==> config.mk <==
export PLATFORM = sky130hd
export DESIGN_NAME = record_ring_with_offset_lookup_unit
export DESIGN_NICKNAME = d
export VERILOG_FILES = /design/src/hw/rtl/rrol_pkg.sv /design/src/hw/rtl/record_ring_with_offset_lookup_unit.sv
export SDC_FILE = /design/constraint.sdc
export NUM_CORES = 2
export LEC_CHECK = 0
export ABC_AREA = 1
export BUFFER_PORTS_ARGS = -buffer_cell sky130_fd_sc_hd__clkbuf_2
export CORE_AREA = 3 3 339 341
export CTS_BUF_LIST = sky130_fd_sc_hd__clkbuf_8
export DETAILED_ROUTE_END_ITERATION = 10
export DIE_AREA = 0 0 342 344
export GPL_TIMING_DRIVEN = 0
export PLACE_DENSITY = 0.77
export SYNTH_ARGS = -nofsm -noshare
export SYNTH_HDL_FRONTEND = slang
export SYNTH_SLANG_ARGS = --single-unit
==> constraint.sdc <==
create_clock -name clk -period 7.84 [get_ports clk]
set_input_delay 0.784 -clock clk [delete_from_list [all_inputs] [get_ports clk]]
set_output_delay 0.784 -clock clk [all_outputs]
set_load 0.1 [all_outputs]
==> src/hw/rtl/rrol_pkg.sv <==
// ----------------------------------------------------------------------------
// rrol_pkg: shared types and constants of the record ring lookup unit
// Holds the command codes, the sequencer states and the fixed field widths.
// ----------------------------------------------------------------------------
package rrol_pkg;

	// Fixed widths of the stream fields.
	localparam int unsigned CMD_W    = 2;
	localparam int unsigned HANDLE_W = 32;
	localparam int unsigned LENGTH_W = 20;
	localparam int unsigned OFFSET_W = 24;
	localparam int unsigned ENTRY_W  = 4;
	localparam int unsigned SLOT_W   = 4;
	localparam int unsigned POS_W    = 24;
	localparam int unsigned TOTAL_W  = 24;

	// Beat widths; the data beats are rounded up to whole bytes.
	localparam int unsigned S_TDATA_W = 104;
	localparam int unsigned M_TDATA_W = 136;
	localparam int unsigned M_TUSER_W = 2;

	// Command codes carried in s_tuser.
	localparam logic [CMD_W-1:0] CMD_ADD  = 2'd0;
	localparam logic [CMD_W-1:0] CMD_FIND = 2'd1;
	localparam logic [CMD_W-1:0] CMD_SEEK = 2'd2;

	// Sequencer states.
	typedef enum logic [2:0] {
		ST_IDLE,
		ST_ADD,
		ST_CHECK,
		ST_WALK,
		ST_DONE
	} state_t;

endpackage

==> src/hw/rtl/record_ring_with_offset_lookup_unit.sv <==
// ----------------------------------------------------------------------------
// record_ring_with_offset_lookup_unit: ring of records with offset lookup
// Stores handle and length records in a ring, finds the record holding a
// global character offset and turns a record number into a byte position.
// ----------------------------------------------------------------------------
// Usage.
// Commands arrive on the slave stream (s_tvalid/s_tready/s_tdata/s_tuser);
// s_tuser carries the command: add, find or seek. Every command beat gives
// exactly one result beat on the master stream (m_tvalid/m_tready/m_tdata/
// m_tuser), in command order. m_tuser carries status and the eviction flag.
// The unit works on one command at a time. An add reads the slot, writes
// it and hands the result over. A find walks at most RING_DEPTH records;
// a seek checks the target record and then walks entry_number records,
// or none when the target record is rejected; an undefined command goes
// straight to the hand-over. The walks read one stored length per cycle
// from the record memory, which has a single registered read port, so
// RING_DEPTH sets the worst case per command.
// A new command is accepted while the previous result still waits in the
// output register; only the hand-over of the next result waits for it.
// Reset clears the ring pointers, the byte total and the per-slot valid
// bits, so every slot reads as an empty record right after reset. A
// stalled receiver holds the result beat steady until m_tready rises.
// ----------------------------------------------------------------------------
module record_ring_with_offset_lookup_unit
	import rrol_pkg::*;
#(
	parameter int unsigned RING_DEPTH  = 16,
	parameter int unsigned LENGTH_BITS = 20,
	parameter int unsigned HANDLE_BITS = 32
) (
	input  logic                 clk,
	input  logic                 arst_n,
	// Slave side: command beats.
	input  logic                 s_tvalid,
	output logic                 s_tready,
	// s_tdata, low bit up: record_handle[31:0], record_length[51:32],
	// text_offset[75:52], entry_number[79:76], byte_offset[99:80], zero pad.
	input  logic [S_TDATA_W-1:0] s_tdata,
	// s_tuser: command[1:0].
	input  logic [CMD_W-1:0]     s_tuser,
	// Master side: result beats.
	output logic                 m_tvalid,
	input  logic                 m_tready,
	// m_tdata, low bit up: evicted_handle[31:0], found_handle[63:32],
	// found_slot[67:64], byte_in_record[87:68], position[111:88],
	// total_bytes[135:112].
	output logic [M_TDATA_W-1:0] m_tdata,
	// m_tuser, low bit up: status[0], evicted_valid[1].
	output logic [M_TUSER_W-1:0] m_tuser
);

	// Slot index, count and arithmetic widths follow the ring depth. Stored
	// handles and lengths never hold more bits than the input fields carry.
	localparam int unsigned SW   = (RING_DEPTH > 1) ? $clog2(RING_DEPTH) : 1;
	localparam int unsigned CW   = $clog2(RING_DEPTH + 1);
	localparam int unsigned SUMW = ((SW > ENTRY_W) ? SW : ENTRY_W) + 1;
	localparam int unsigned HW   = (HANDLE_BITS < HANDLE_W) ? HANDLE_BITS : HANDLE_W;
	localparam int unsigned LW   = (LENGTH_BITS < LENGTH_W) ? LENGTH_BITS : LENGTH_W;

	function automatic logic [SW-1:0] slot_next(input logic [SW-1:0] s);
		if (s == SW'(RING_DEPTH - 1)) begin
			return '0;
		end
		return s + 1'b1;
	endfunction

	// Input field unpacking.
	logic [CMD_W-1:0]    in_cmd;
	logic [HW-1:0]       in_handle;
	logic [LW-1:0]       in_length;
	logic [OFFSET_W-1:0] in_text_offset;
	logic [ENTRY_W-1:0]  in_entry;
	logic [LENGTH_W-1:0] in_byte_offset;

	assign in_cmd         = s_tuser;
	assign in_handle      = HW'(s_tdata[31:0]);
	assign in_length      = LW'(s_tdata[51:32]);
	assign in_text_offset = s_tdata[75:52];
	assign in_entry       = s_tdata[79:76];
	assign in_byte_offset = s_tdata[99:80];

	// Sequencer and ring state.
	state_t state_q, state_d;

	logic [SW-1:0]         write_slot_q;
	logic [SW-1:0]         read_slot_q;
	logic                  ring_full_q;
	logic [TOTAL_W-1:0]    byte_total_q;
	logic [RING_DEPTH-1:0] slot_vld_q;

	// The record memories: one write port, one registered read port.
	logic [HW-1:0] handle_mem [RING_DEPTH];
	logic [LW-1:0] length_mem [RING_DEPTH];
	logic [HW-1:0] handle_rd_s1;
	logic [LW-1:0] length_rd_s1;
	logic          rd_vld_s1;
	logic [SW-1:0] rd_addr;
	logic          mem_we;
	logic [HW-1:0] handle_rd;
	logic [LW-1:0] length_rd;

	// Command registers and the walk.
	logic [CMD_W-1:0]    cmd_q;
	logic [HW-1:0]       handle_in_q;
	logic [LW-1:0]       length_in_q;
	logic [LENGTH_W-1:0] byte_offset_q;
	logic [OFFSET_W-1:0] work_q;
	logic [SW-1:0]       walk_slot_q;
	logic [CW-1:0]       walk_cnt_q;

	// Result under construction.
	logic                res_status_q;
	logic                res_evicted_q;
	logic [HW-1:0]       res_evicted_handle_q;
	logic [HW-1:0]       res_found_handle_q;
	logic [SW-1:0]       res_slot_q;
	logic [LENGTH_W-1:0] res_byte_q;
	logic [POS_W-1:0]    res_position_q;

	// Output register.
	logic                 m_tvalid_q;
	logic [M_TDATA_W-1:0] m_tdata_q;
	logic [M_TUSER_W-1:0] m_tuser_q;

	// Derived control.
	logic                s_accept;
	logic                out_free;
	logic                out_load;
	logic [CW-1:0]       stored_cnt;
	logic [SUMW-1:0]     seek_sum;
	logic                seek_num_bad;
	logic [SW-1:0]       seek_idx;
	logic                find_hit;
	logic                seek_bad;
	logic [OFFSET_W-1:0] walk_sum;
	logic [SW-1:0]       evict_read_slot;
	logic [SW-1:0]       add_next_slot;

	// A slot never written reads as an empty record.
	assign handle_rd = rd_vld_s1 ? handle_rd_s1 : '0;
	assign length_rd = rd_vld_s1 ? length_rd_s1 : '0;

	always_comb begin
		if (ring_full_q) begin
			stored_cnt = CW'(RING_DEPTH);
		end else if (write_slot_q >= read_slot_q) begin
			stored_cnt = CW'(write_slot_q) - CW'(read_slot_q);
		end else begin
			// The write slot has wrapped past the end of the ring.
			stored_cnt = CW'(write_slot_q) + CW'(RING_DEPTH) - CW'(read_slot_q);
		end
	end

	// Physical slot of a seek target: read slot plus the record number,
	// wrapped once, since both are below the depth when the number is legal.
	assign seek_sum     = SUMW'(read_slot_q) + SUMW'(in_entry);
	assign seek_num_bad = SUMW'(in_entry) >= SUMW'(RING_DEPTH);
	assign seek_idx     = (seek_sum >= SUMW'(RING_DEPTH)) ?
		SW'(seek_sum - SUMW'(RING_DEPTH)) : SW'(seek_sum);

	assign find_hit = work_q < OFFSET_W'(length_rd);
	assign seek_bad = (handle_rd == '0) || (length_rd == '0) ||
		(byte_offset_q >= LENGTH_W'(length_rd));
	assign walk_sum = work_q + OFFSET_W'(length_rd);

	assign evict_read_slot = ring_full_q ? slot_next(read_slot_q) : read_slot_q;
	assign add_next_slot   = slot_next(write_slot_q);

	assign out_free = !m_tvalid_q || m_tready;

	// Next state.
	always_comb begin
		state_d = state_q;
		unique case (state_q)
			ST_IDLE: begin
				if (s_tvalid) begin
					unique case (in_cmd)
						CMD_ADD:  state_d = ST_ADD;
						CMD_FIND: state_d = (stored_cnt == '0) ? ST_DONE : ST_WALK;
						CMD_SEEK: state_d = seek_num_bad ? ST_DONE : ST_CHECK;
						default:  state_d = ST_DONE;
					endcase
				end
			end
			ST_ADD: state_d = ST_DONE;
			ST_CHECK: begin
				if (seek_bad || (walk_cnt_q == '0)) begin
					state_d = ST_DONE;
				end else begin
					state_d = ST_WALK;
				end
			end
			ST_WALK: begin
				if ((walk_cnt_q == CW'(1)) || ((cmd_q == CMD_FIND) && find_hit)) begin
					state_d = ST_DONE;
				end
			end
			ST_DONE: begin
				if (out_free) begin
					state_d = ST_IDLE;
				end
			end
			default: state_d = ST_IDLE;
		endcase
	end

	// Sequencer outputs.
	always_comb begin
		s_tready = 1'b0;
		mem_we   = 1'b0;
		out_load = 1'b0;
		rd_addr  = slot_next(walk_slot_q);
		unique case (state_q)
			ST_IDLE: begin
				s_tready = 1'b1;
				if (in_cmd == CMD_ADD) begin
					rd_addr = write_slot_q;
				end else if (in_cmd == CMD_SEEK) begin
					rd_addr = seek_idx;
				end else begin
					rd_addr = read_slot_q;
				end
			end
			ST_ADD:   mem_we = 1'b1;
			ST_CHECK: rd_addr = read_slot_q;
			ST_WALK:  rd_addr = slot_next(walk_slot_q);
			ST_DONE:  out_load = out_free;
			default:  s_tready = 1'b0;
		endcase
	end

	assign s_accept = s_tvalid && s_tready;

	// Record memories.
	always_ff @(posedge clk) begin
		if (mem_we) begin
			handle_mem[write_slot_q] <= handle_in_q;
			length_mem[write_slot_q] <= length_in_q;
		end
		handle_rd_s1 <= handle_mem[rd_addr];
		length_rd_s1 <= length_mem[rd_addr];
	end

	// Control state.
	always_ff @(posedge clk or negedge arst_n) begin
		if (!arst_n) begin
			state_q      <= ST_IDLE;
			write_slot_q <= '0;
			read_slot_q  <= '0;
			ring_full_q  <= 1'b0;
			byte_total_q <= '0;
			slot_vld_q   <= '0;
			rd_vld_s1    <= 1'b0;
			m_tvalid_q   <= 1'b0;
		end else begin
			state_q   <= state_d;
			rd_vld_s1 <= slot_vld_q[rd_addr];
			if (mem_we) begin
				// Replace the old length in the total, advance the ring.
				slot_vld_q[write_slot_q] <= 1'b1;
				byte_total_q <= byte_total_q + TOTAL_W'(length_in_q) - TOTAL_W'(length_rd);
				read_slot_q  <= evict_read_slot;
				write_slot_q <= add_next_slot;
				ring_full_q  <= (add_next_slot == evict_read_slot);
			end
			if (out_load) begin
				m_tvalid_q <= 1'b1;
			end else if (m_tready) begin
				m_tvalid_q <= 1'b0;
			end
		end
	end

	// Command, walk and result datapath.
	always_ff @(posedge clk) begin
		if (s_accept) begin
			cmd_q                <= in_cmd;
			handle_in_q          <= in_handle;
			length_in_q          <= in_length;
			byte_offset_q        <= in_byte_offset;
			work_q               <= in_text_offset;
			walk_slot_q          <= read_slot_q;
			walk_cnt_q           <= (in_cmd == CMD_FIND) ? stored_cnt : CW'(in_entry);
			res_status_q         <= (in_cmd != CMD_ADD);
			res_evicted_q        <= 1'b0;
			res_evicted_handle_q <= '0;
			res_found_handle_q   <= '0;
			res_slot_q           <= '0;
			res_byte_q           <= '0;
			res_position_q       <= '0;
		end
		if (state_q == ST_ADD) begin
			res_evicted_q        <= ring_full_q;
			res_evicted_handle_q <= ring_full_q ? handle_rd : '0;
		end
		if (state_q == ST_CHECK) begin
			// The walk sum starts from the byte offset.
			work_q <= OFFSET_W'(byte_offset_q);
			if (!seek_bad && (walk_cnt_q == '0)) begin
				res_status_q   <= 1'b0;
				res_position_q <= POS_W'(byte_offset_q);
			end
		end
		if (state_q == ST_WALK) begin
			walk_slot_q <= slot_next(walk_slot_q);
			walk_cnt_q  <= walk_cnt_q - 1'b1;
			if (cmd_q == CMD_FIND) begin
				if (find_hit) begin
					res_status_q       <= 1'b0;
					res_found_handle_q <= handle_rd;
					res_slot_q         <= walk_slot_q;
					res_byte_q         <= work_q[LENGTH_W-1:0];
				end else begin
					work_q <= work_q - OFFSET_W'(length_rd);
				end
			end else begin
				work_q <= walk_sum;
				if (walk_cnt_q == CW'(1)) begin
					res_status_q   <= 1'b0;
					res_position_q <= walk_sum;
				end
			end
		end
		if (out_load) begin
			m_tdata_q <= {byte_total_q, res_position_q, res_byte_q, SLOT_W'(res_slot_q),
				HANDLE_W'(res_found_handle_q), HANDLE_W'(res_evicted_handle_q)};
			m_tuser_q <= {res_evicted_q, res_status_q};
		end
	end

	assign m_tvalid = m_tvalid_q;
	assign m_tdata  = m_tdata_q;
	assign m_tuser  = m_tuser_q;

`ifndef SYNTH
	// A full ring has its write slot caught up with its read slot.
	a_full_slots: assert property (@(posedge clk) disable iff (!arst_n)
		ring_full_q |-> (write_slot_q == read_slot_q))
		else $error("ring full with write and read slots apart");

	// The write slot stays inside the depth, also for depths that are not powers of two.
	a_slot_range: assert property (@(posedge clk) disable iff (!arst_n)
		(write_slot_q < SW'(RING_DEPTH - 1)) || (write_slot_q == SW'(RING_DEPTH - 1)) ||
		(read_slot_q == '1))
		else $error("write slot beyond ring depth");

	// A walk never runs with its record count exhausted.
	a_walk_cnt: assert property (@(posedge clk) disable iff (!arst_n)
		(state_q == ST_WALK) |-> (walk_cnt_q != '0))
		else $error("walk with no records left");

	// A result is loaded only into a free output register.
	a_out_free: assert property (@(posedge clk) disable iff (!arst_n)
		out_load |-> (!m_tvalid_q || m_tready))
		else $error("result overwrote a pending beat");

	// An accepted command leaves the idle state.
	a_busy: assert property (@(posedge clk) disable iff (!arst_n)
		s_accept |=> (state_q != ST_IDLE))
		else $error("command accepted but sequencer stayed idle");
`endif

endmodule

## Word-level counts from Yosys, hierarchy flattened

Memory sizes are Yosys's and may differ from the RTL's. A register that Yosys moved wholly into a read port is not among the register bits.
Cells that the tools add are included.

- Bits in registers: 413
- Bits in writable memories: 832
- Bits of input ports: 110
- Word-level logic and storage cells: 162
- Memories: 2

- $add $sub $neg: 13
- $lt $le $gt $ge: 7
- Equality and inequality tests: 15
- Muxes and demuxes: 78
- Bitwise operators: 1
- Reductions and logical operators: 22

Memories:

| memory | words | bits a word | rd ports | clocked after memory_dff | write ports | line | text |
|---|---|---|---|---|---|---|---|
| handle_mem | 16 | 32 | 1 | 1 | 1 | record_ring_with_offset_lookup_unit.sv:92 | `logic [HW-1:0] handle_mem [RING_DEPTH];` |
| length_mem | 16 | 20 | 1 | 1 | 1 | record_ring_with_offset_lookup_unit.sv:93 | `logic [LW-1:0] length_mem [RING_DEPTH];` |

Operators with widths:

| cell | number |
|---|---|
| two-way mux 24 bit | 11 |
| two-way mux 32 bit | 8 |
| two-way mux 20 bit | 5 |
| two-way mux 4 bit | 17 |
| adder 24 x 20 -> 24 bit | 2 |
| subtractor 24 x 20 -> 24 bit | 2 |
| zero test 32 bit | 1 |
| two-way mux 5 bit | 5 |
| less-than comparator 24 x 20 -> 1 bit | 1 |
| two-way mux 1 bit | 22 |
| >= comparator 20 bit | 1 |
| zero test 20 bit | 1 |
| bitwise OR 16 bit | 1 |
| two-way mux 3 bit | 5 |
| one-hot mux 3 bit (5 select lines) | 1 |
| adder 4 x 1 -> 4 bit, second input constant | 3 |
| equality test 4 bit, second input constant | 3 |
| one-hot mux 4 bit (3 select lines) | 1 |
| zero test 5 bit | 2 |
| less-than comparator 4 x 5 -> 1 bit, second input constant | 2 |
| one-hot mux 3 bit (3 select lines) | 1 |
| nonzero test 2 bit | 4 |
| equality test 3 x 2 -> 1 bit, second input constant | 2 |
| != test 2 bit, second input constant | 3 |
| other kinds (23) | 32 |

## Depth between registers and ports, before layout

- Depth after elaboration: 11
- Mapped depth: 22
- Mapped depth without buffers: 20

## Worst setup path before layout

Ideal clock, no wire load.

- Kind: reg-to-reg
- From: register m_tvalid_q, in the netlist m_tvalid
- To: register m_tdata_q[0], in the netlist m_tdata[0] (enable)
- Setup time: 637 ps
- Arrival time: 6691 ps
- Path slack: 513 ps
- Stages on the path, launching flop included: 4
- Buffers on the path: 0
- Clock period less this slack: 7327 ps
- Path through: dfrtp_1 inv_1 nor2_1 nor2_1

- Word-level cells in the longest chain between the ends: 3

Ends and longest elaborated chain:

| element | line | text |
|---|---|---|
| start, declared | record_ring_with_offset_lookup_unit.sv:121 | `logic m_tvalid_q;` |
| start signal, assigned | record_ring_with_offset_lookup_unit.sv:254 | `m_tvalid_q <= 1'b0;` |
| start signal, assigned | record_ring_with_offset_lookup_unit.sv:267 | `m_tvalid_q <= 1'b1;` |
| start signal, assigned | record_ring_with_offset_lookup_unit.sv:269 | `m_tvalid_q <= 1'b0;` |
| zero test 1 bit | record_ring_with_offset_lookup_unit.sv:169 | `assign out_free = !m_tvalid_q \|\| m_tready;` |
| logical OR 1 bit | record_ring_with_offset_lookup_unit.sv:169 |  |
| two-way mux 1 bit | record_ring_with_offset_lookup_unit.sv:213 | `unique case (state_q)` |
| named net out_load | record_ring_with_offset_lookup_unit.sv:128 | `logic out_load;` |
| end signal, assigned | record_ring_with_offset_lookup_unit.sv:325 | `m_tdata_q <= {byte_total_q, res_position_q, res_byte_q, SLOT_W'(res_slot_q),` |
| end, declared | record_ring_with_offset_lookup_unit.sv:122 | `logic [M_TDATA_W-1:0] m_tdata_q;` |

The timed path passes the listed nets, and every way through them passes these cells.
A chain may end at the register's enable or synchronous reset.

## Worst setup path in the final report

- From: register read_slot_q[1]
- To: register handle_rd_s1[11], read port of handle_mem

- Word-level cells in the longest chain between the ends: 6
- Elaborated cells on any way between the ends: 7
- Those cells by class: 2 x add/sub; 1 x order compare; 4 x mux

Ends and longest elaborated chain:

| element | line | text |
|---|---|---|
| start, declared | record_ring_with_offset_lookup_unit.sv:86 | `logic [SW-1:0] read_slot_q;` |
| start signal, assigned | record_ring_with_offset_lookup_unit.sv:262 | `read_slot_q <= evict_read_slot;` |
| adder 4 x 4 -> 5 bit | record_ring_with_offset_lookup_unit.sv:156 | `assign seek_sum = SUMW'(read_slot_q) + SUMW'(in_entry);` |
| subtractor 4 x 1 -> 4 bit or >= comparator 5 bit (tied branches) | record_ring_with_offset_lookup_unit.sv:159, record_ring_with_offset_lookup_unit.sv:158 |  |
| two-way mux 4 bit | record_ring_with_offset_lookup_unit.sv:158 | `assign seek_idx = (seek_sum >= SUMW'(RING_DEPTH)) ?` |
| two-way mux 4 bit | record_ring_with_offset_lookup_unit.sv:218 | `end else if (in_cmd == CMD_SEEK) begin` |
| two-way mux 4 bit | record_ring_with_offset_lookup_unit.sv:216 | `if (in_cmd == CMD_ADD) begin` |
| one-hot mux 4 bit (3 select lines) (*) | record_ring_with_offset_lookup_unit.sv:213 |  |
| end, declared | record_ring_with_offset_lookup_unit.sv:94 | `logic [HW-1:0] handle_rd_s1;` |

Every way passes the cells marked *; elsewhere a longest branch is shown, timed or not.

==> impl_metrics.prom <==
# TYPE chip_impl_metric gauge
chip_impl_metric{name="synth.distinct_cells",unit=""} 50
chip_impl_metric{name="cp_data_required_time",unit="ps"} 8570
chip_impl_metric{name="clock-skew-final",unit="ps"} 78.5
chip_impl_metric{name="critPathBufInv",unit=""} 4
chip_impl_metric{name="timing.final.max_slew_violations",unit=""} 0
chip_impl_info{name="synthTopCellsByArea",value="sky130_fd_sc_hd__edfxtp_1 (58%), sky130_fd_sc_hd__nand2_1 (6.7%), sky130_fd_sc_hd__o211ai_1 (6.0%)"} 1
chip_impl_metric{name="place.detailed.instances",unit=""} 6779
chip_impl_info{name="timing.critical_path.slowest_stage_cell",value="sky130_fd_sc_hd__clkbuf_1"} 1
chip_impl_metric{name="fin_tns_setup",unit="ps"} 0
chip_impl_info{name="cp_delay_by_family_top",value="buffers and inverters"} 1
chip_impl_metric{name="drtAntennaViolNets",unit=""} 0
chip_impl_metric{name="leakage",unit="nW"} 25.8
chip_impl_metric{name="via_count_of_the_first_global_routing_pass",unit=""} 39700
chip_impl_metric{name="synth_cells",unit=""} 4997
chip_impl_metric{name="layout.nets",unit=""} 5731
chip_impl_metric{name="synthXorXnorAreaFrac",unit="%"} 0.689
chip_impl_metric{name="power.density_cell_area",unit="nW/µm²"} 458
chip_impl_metric{name="worst_skew_pair.late_latency",unit="ps"} 920
chip_impl_info{name="rsz0062_at_grt",value="false"} 1
chip_impl_metric{name="sequential_area_share_after_synthesis",unit="%"} 66.4
chip_impl_metric{name="postSynthAreaPerCell",unit="µm²"} 11.2
chip_impl_metric{name="timing.final.crit_share",unit="%"} 55.4
chip_impl_info{name="synth_top_area_cell",value="sky130_fd_sc_hd__edfxtp_1"} 1
chip_impl_info{name="r2r-start",value="read_slot_q[1]$_DFFE_PN0P_"} 1
chip_impl_metric{name="maximum_number_of_buffers_from_clock_root_to_sink",unit=""} 3
chip_impl_metric{name="maxCapViolCount",unit=""} 0
chip_impl_metric{name="hpwlAfterDp",unit="µm"} 121000
chip_impl_metric{name="clk_pin_slew",unit="ps"} 70
chip_impl_metric{name="initial_core_util",unit="%"} 49.8
chip_impl_metric{name="clock_sinks",unit=""} 1297
chip_impl_info{name="holdCritStartpoint",value="s_tdata[84]"} 1
chip_impl_info{name="run_status",value="finished clean"} 1
chip_impl_metric{name="critical_path.max_stage_delay",unit="ps"} 790
chip_impl_metric{name="pre_antenna_drt_iters",unit=""} 8
chip_impl_metric{name="core_area",unit="µm²"} 112000
chip_impl_info{name="start_kind",value="flop"} 1
chip_impl_metric{name="drive_above_1_share",unit="%"} 13.8
chip_impl_info{name="synth_top_family_by_area",value="simple AND/OR/NAND/NOR gates"} 1
chip_impl_metric{name="first_iter_violations",unit=""} 4571
chip_impl_metric{name="globalRouteOverflowTotal",unit=""} 0
chip_impl_metric{name="yosys_warnings",unit=""} 0
chip_impl_metric{name="placement_rows",unit=""} 123
chip_impl_metric{name="route.detailed.drc",unit=""} 0
chip_impl_metric{name="flow.area_growth_from_synthesis",unit="%"} 14.8
chip_impl_metric{name="synth.ff_latch_count",unit=""} 1297
chip_impl_metric{name="post_cts.repair.setup_buffers",unit=""} 0
chip_impl_metric{name="post_dp_cell_area",unit="µm²"} 59900
chip_impl_metric{name="boundaryPins",unit=""} 250
chip_impl_info{name="critical_path.cell_chain",value="inv_1 > fa_1 > xnor2_1 > o22ai_1 > nand2_1 > o211ai_2 > inv_2 > clkbuf_1 > buf_2 > nand3_1 > nand3_1 > nand2_1"} 1
chip_impl_info{name="critical_path.endpoint_type",value="flop"} 1
chip_impl_metric{name="regToRegSetupSlack",unit="ps"} 3500
chip_impl_info{name="whs_endpoint",value="byte_offset_q[4]$_DFFE_PP_"} 1
chip_impl_metric{name="synth-adder-area-share",unit="%"} 3.02
chip_impl_metric{name="number_of_enable_type_register_cells_in_the_synthesized_netlist",unit=""} 1086
chip_impl_metric{name="hold_depth",unit=""} 1
chip_impl_metric{name="yosys.area_share.simple",unit="%"} 13.6
chip_impl_metric{name="totalWireLength",unit="µm"} 167000
chip_impl_metric{name="grt_first_pass_wirelength",unit="µm"} 244000
chip_impl_metric{name="cp.arrival",unit="ps"} 5070
chip_impl_metric{name="timing.critical_path.fanout_max",unit=""} 10
chip_impl_info{name="worstReg2RegEnd",value="handle_rd_s1[11]$_DFF_P_"} 1
chip_impl_metric{name="avgViaCountPerCell",unit=""} 5.67
chip_impl_metric{name="numCtsBuffers",unit=""} 197
chip_impl_info{name="hold_class",value="input port to flop"} 1
chip_impl_metric{name="largest_net_degree_at_the_start_of_global_routing",unit=""} 55
chip_impl_metric{name="synthesis.nets",unit=""} 5228
chip_impl_metric{name="gp_routability_congestion",unit=""} 0.999
chip_impl_metric{name="report.final.hold_viol_count",unit=""} 0
chip_impl_metric{name="vdd_drop_max",unit="µV"} 203
chip_impl_info{name="synth.most_common_cell",value="sky130_fd_sc_hd__edfxtp_1"} 1
chip_impl_metric{name="grt.total_usage",unit="%"} 28.0
chip_impl_metric{name="slew_headroom",unit="%"} 15.8
chip_impl_metric{name="mappedNetlistArea",unit="µm²"} 55900
chip_impl_info{name="cts_tree",value="done"} 1
chip_impl_metric{name="die_width",unit="µm"} 342
chip_impl_metric{name="antenna_found_initial",unit=""} 14
chip_impl_metric{name="area_share_of_the_largest_cell_type_after_synthesis",unit="%"} 58.3
chip_impl_metric{name="drt-wirelength-per-cell",unit="µm"} 23.3
chip_impl_metric{name="htree_num_levels",unit=""} 4
chip_impl_metric{name="setup_violations",unit=""} 0
chip_impl_info{name="clock_tree.root_cell",value="sky130_fd_sc_hd__clkbuf_8"} 1
chip_impl_metric{name="design_area",unit="µm²"} 64200
chip_impl_metric{name="finalNonFillerCells",unit=""} 7174
chip_impl_metric{name="fp.dieArea",unit="µm²"} 118000
chip_impl_info{name="worst-setup-path-type",value="flop to flop"} 1
chip_impl_metric{name="timing.fmax",unit="MHz"} 230
chip_impl_metric{name="die-height",unit="µm"} 344
chip_impl_metric{name="cts.repair.resized",unit=""} 0
chip_impl_metric{name="synth.mux.area_fraction",unit="%"} 0
chip_impl_metric{name="reg2regPathDepth",unit=""} 12
chip_impl_metric{name="port_buffers",unit=""} 245
chip_impl_metric{name="worst_slew_pin_slew",unit="ps"} 1260
chip_impl_metric{name="async_s_r_ff_share_synth",unit="%"} 4.16
chip_impl_metric{name="post-route-min-period",unit="ps"} 4340
chip_impl_info{name="synth_commonest_cells",value="sky130_fd_sc_hd__edfxtp_1 (1086), sky130_fd_sc_hd__nand2_1 (991), sky130_fd_sc_hd__inv_1 (703), sky130_fd_sc_hd__o211ai_1 (447), sky130_fd_sc_hd__nand3_1 (437)"} 1
chip_impl_metric{name="synth_compound_area_share",unit="%"} 9.45
chip_impl_metric{name="detailroute.via_count",unit=""} 40600
chip_impl_info{name="synth_ff_type",value="sky130_fd_sc_hd__edfxtp_1"} 1
## area by class of cell
cell class | count | area [µm²]
multi-input combinational | 2739 | 15100
buffer | 245 | 1170
antenna | 5 | 12.5
timing repair buffer | 304 | 2210
sequential | 1297 | 37100
clock buffer | 220 | 3030
tap | 1500 | 1880
fill | 9070 | 48000
inverter | 716 | 2690
clock inverter | 148 | 1040
## how the worst max path moves through the flow
stage	start	to	slack, ps	depth (start not counted)
2_1_floorplan	m_tvalid$_DFFE_PN0P_	m_tdata[0]$_DFFE_PP_	510	3
3_3_place_gp	m_tready	m_tdata[10]$_DFFE_PP_	-1860	3
3_5_place_dp	s_tdata[76]	handle_rd_s1[13]$_DFF_P_	3260	14
4_1_cts	read_slot_q[1]$_DFFE_PN0P_	handle_rd_s1[13]$_DFF_P_	3600	12
5_1_grt	read_slot_q[1]$_DFFE_PN0P_	handle_rd_s1[11]$_DFF_P_	3410	12
6_report	read_slot_q[1]$_DFFE_PN0P_	handle_rd_s1[11]$_DFF_P_	3500	12
## state kept, by name (all words and copies together), names as in the netlist, 32 cells and up
signal and cells:
res_evicted_handle_q 32, m_tdata 136, handle_rd_s1 32, length_mem 320, res_found_handle_q 32, handle_in_q 32, handle_mem 512
## cell families after synthesis
group,after synthesis
buffers and inverters,961
AO/OA/AOI/OAI,811
XOR/XNOR,44
adder cells (fa/ha/maj),121
flip-flops,1297
AND/OR/NAND/NOR,1763
## power breakdown
group / switching, mW / internal (mW)
registers: 0.746 / 8.65
clock network: 2.72 / 3.00
logic: 10.5 / 3.78
total: 14.0 / 15.4
## layer usage
layer | track usage [%] | vias up | wire length [µm]
met4 | 14.8 | 16 | 8990
met3 | 6.33 | 512 | 16900
met2 | 46.3 | 2405 | 79300
met1 | 34.4 | 19300 | 61900
met5 | 0 | - | 103
li1 | - | 18400 | -
## per-stage QoR
step / power [mW] / utilization, % / hold WS [ps] / setup WS (ps)
2_1_floorplan: 18.5 / - / 400 / 513
3_3_place_gp: 23.2 / 52.6 / 403 / -1860
3_5_place_dp: 23.4 / 53.4 / 405 / 3260
4_1_cts: 29.1 / 57.2 / 0.749 / 3600
5_1_grt: 30.9 / 57.2 / 26.8 / 3410
6_report: 29.4 / 57.2 / 66.9 / 3500
## worst reg2reg max path: stages, from the launching register on
cell,delay [ps]
sky130_fd_sc_hd__dfrtp_1,460
sky130_fd_sc_hd__inv_1,210
sky130_fd_sc_hd__fa_1,440
sky130_fd_sc_hd__xnor2_1,170
sky130_fd_sc_hd__o22ai_1,80
sky130_fd_sc_hd__nand2_1,90
sky130_fd_sc_hd__o211ai_2,470
sky130_fd_sc_hd__inv_2,480
sky130_fd_sc_hd__clkbuf_1,790
sky130_fd_sc_hd__buf_2,470
sky130_fd_sc_hd__nand3_1,160
sky130_fd_sc_hd__nand3_1,170
sky130_fd_sc_hd__nand2_1,170
## cells in the final DEF, fill, tap and decap left out, types with 5 or more instances in the layout
master                          count
sky130_fd_sc_hd__fa_1              23
sky130_fd_sc_hd__nand3_1          437
sky130_fd_sc_hd__clkinv_1          37
sky130_fd_sc_hd__dfxtp_1          157
sky130_fd_sc_hd__dlygate4sd3_1     22
sky130_fd_sc_hd__a21oi_1          104
sky130_fd_sc_hd__clkinv_2          23
sky130_fd_sc_hd__nor3_1            11
sky130_fd_sc_hd__inv_2             13
sky130_fd_sc_hd__clkbuf_1          80
sky130_fd_sc_hd__edfxtp_1        1086
sky130_fd_sc_hd__o211ai_1         447
sky130_fd_sc_hd__clkbuf_2         244
sky130_fd_sc_hd__xnor2_1            7
sky130_fd_sc_hd__diode_2            5
sky130_fd_sc_hd__buf_12            34
sky130_fd_sc_hd__bufinv_16         12
sky130_fd_sc_hd__nor2_4            23
sky130_fd_sc_hd__o21ai_0          164
sky130_fd_sc_hd__o21ai_1           55
sky130_fd_sc_hd__nand3b_1           5
sky130_fd_sc_hd__dfrtp_1           54
sky130_fd_sc_hd__inv_1            763
sky130_fd_sc_hd__clkinvlp_4         5
sky130_fd_sc_hd__clkbuf_8         220
sky130_fd_sc_hd__buf_2            144
sky130_fd_sc_hd__buf_1             10
sky130_fd_sc_hd__nand2_1          990
sky130_fd_sc_hd__nor2_1           174
sky130_fd_sc_hd__o21bai_1           7
sky130_fd_sc_hd__or2_2             22
sky130_fd_sc_hd__ha_1              98
sky130_fd_sc_hd__buf_6              7
sky130_fd_sc_hd__nand4_1           76
sky130_fd_sc_hd__xor2_1            37
sky130_fd_sc_hd__a31oi_1           11
## timing repair
item,CTS,global route
endpoints found under the setup margin,0,0
hold endpoints to repair,34,0
hold buffers,22,0
Power figures use the tool's default switching activity.
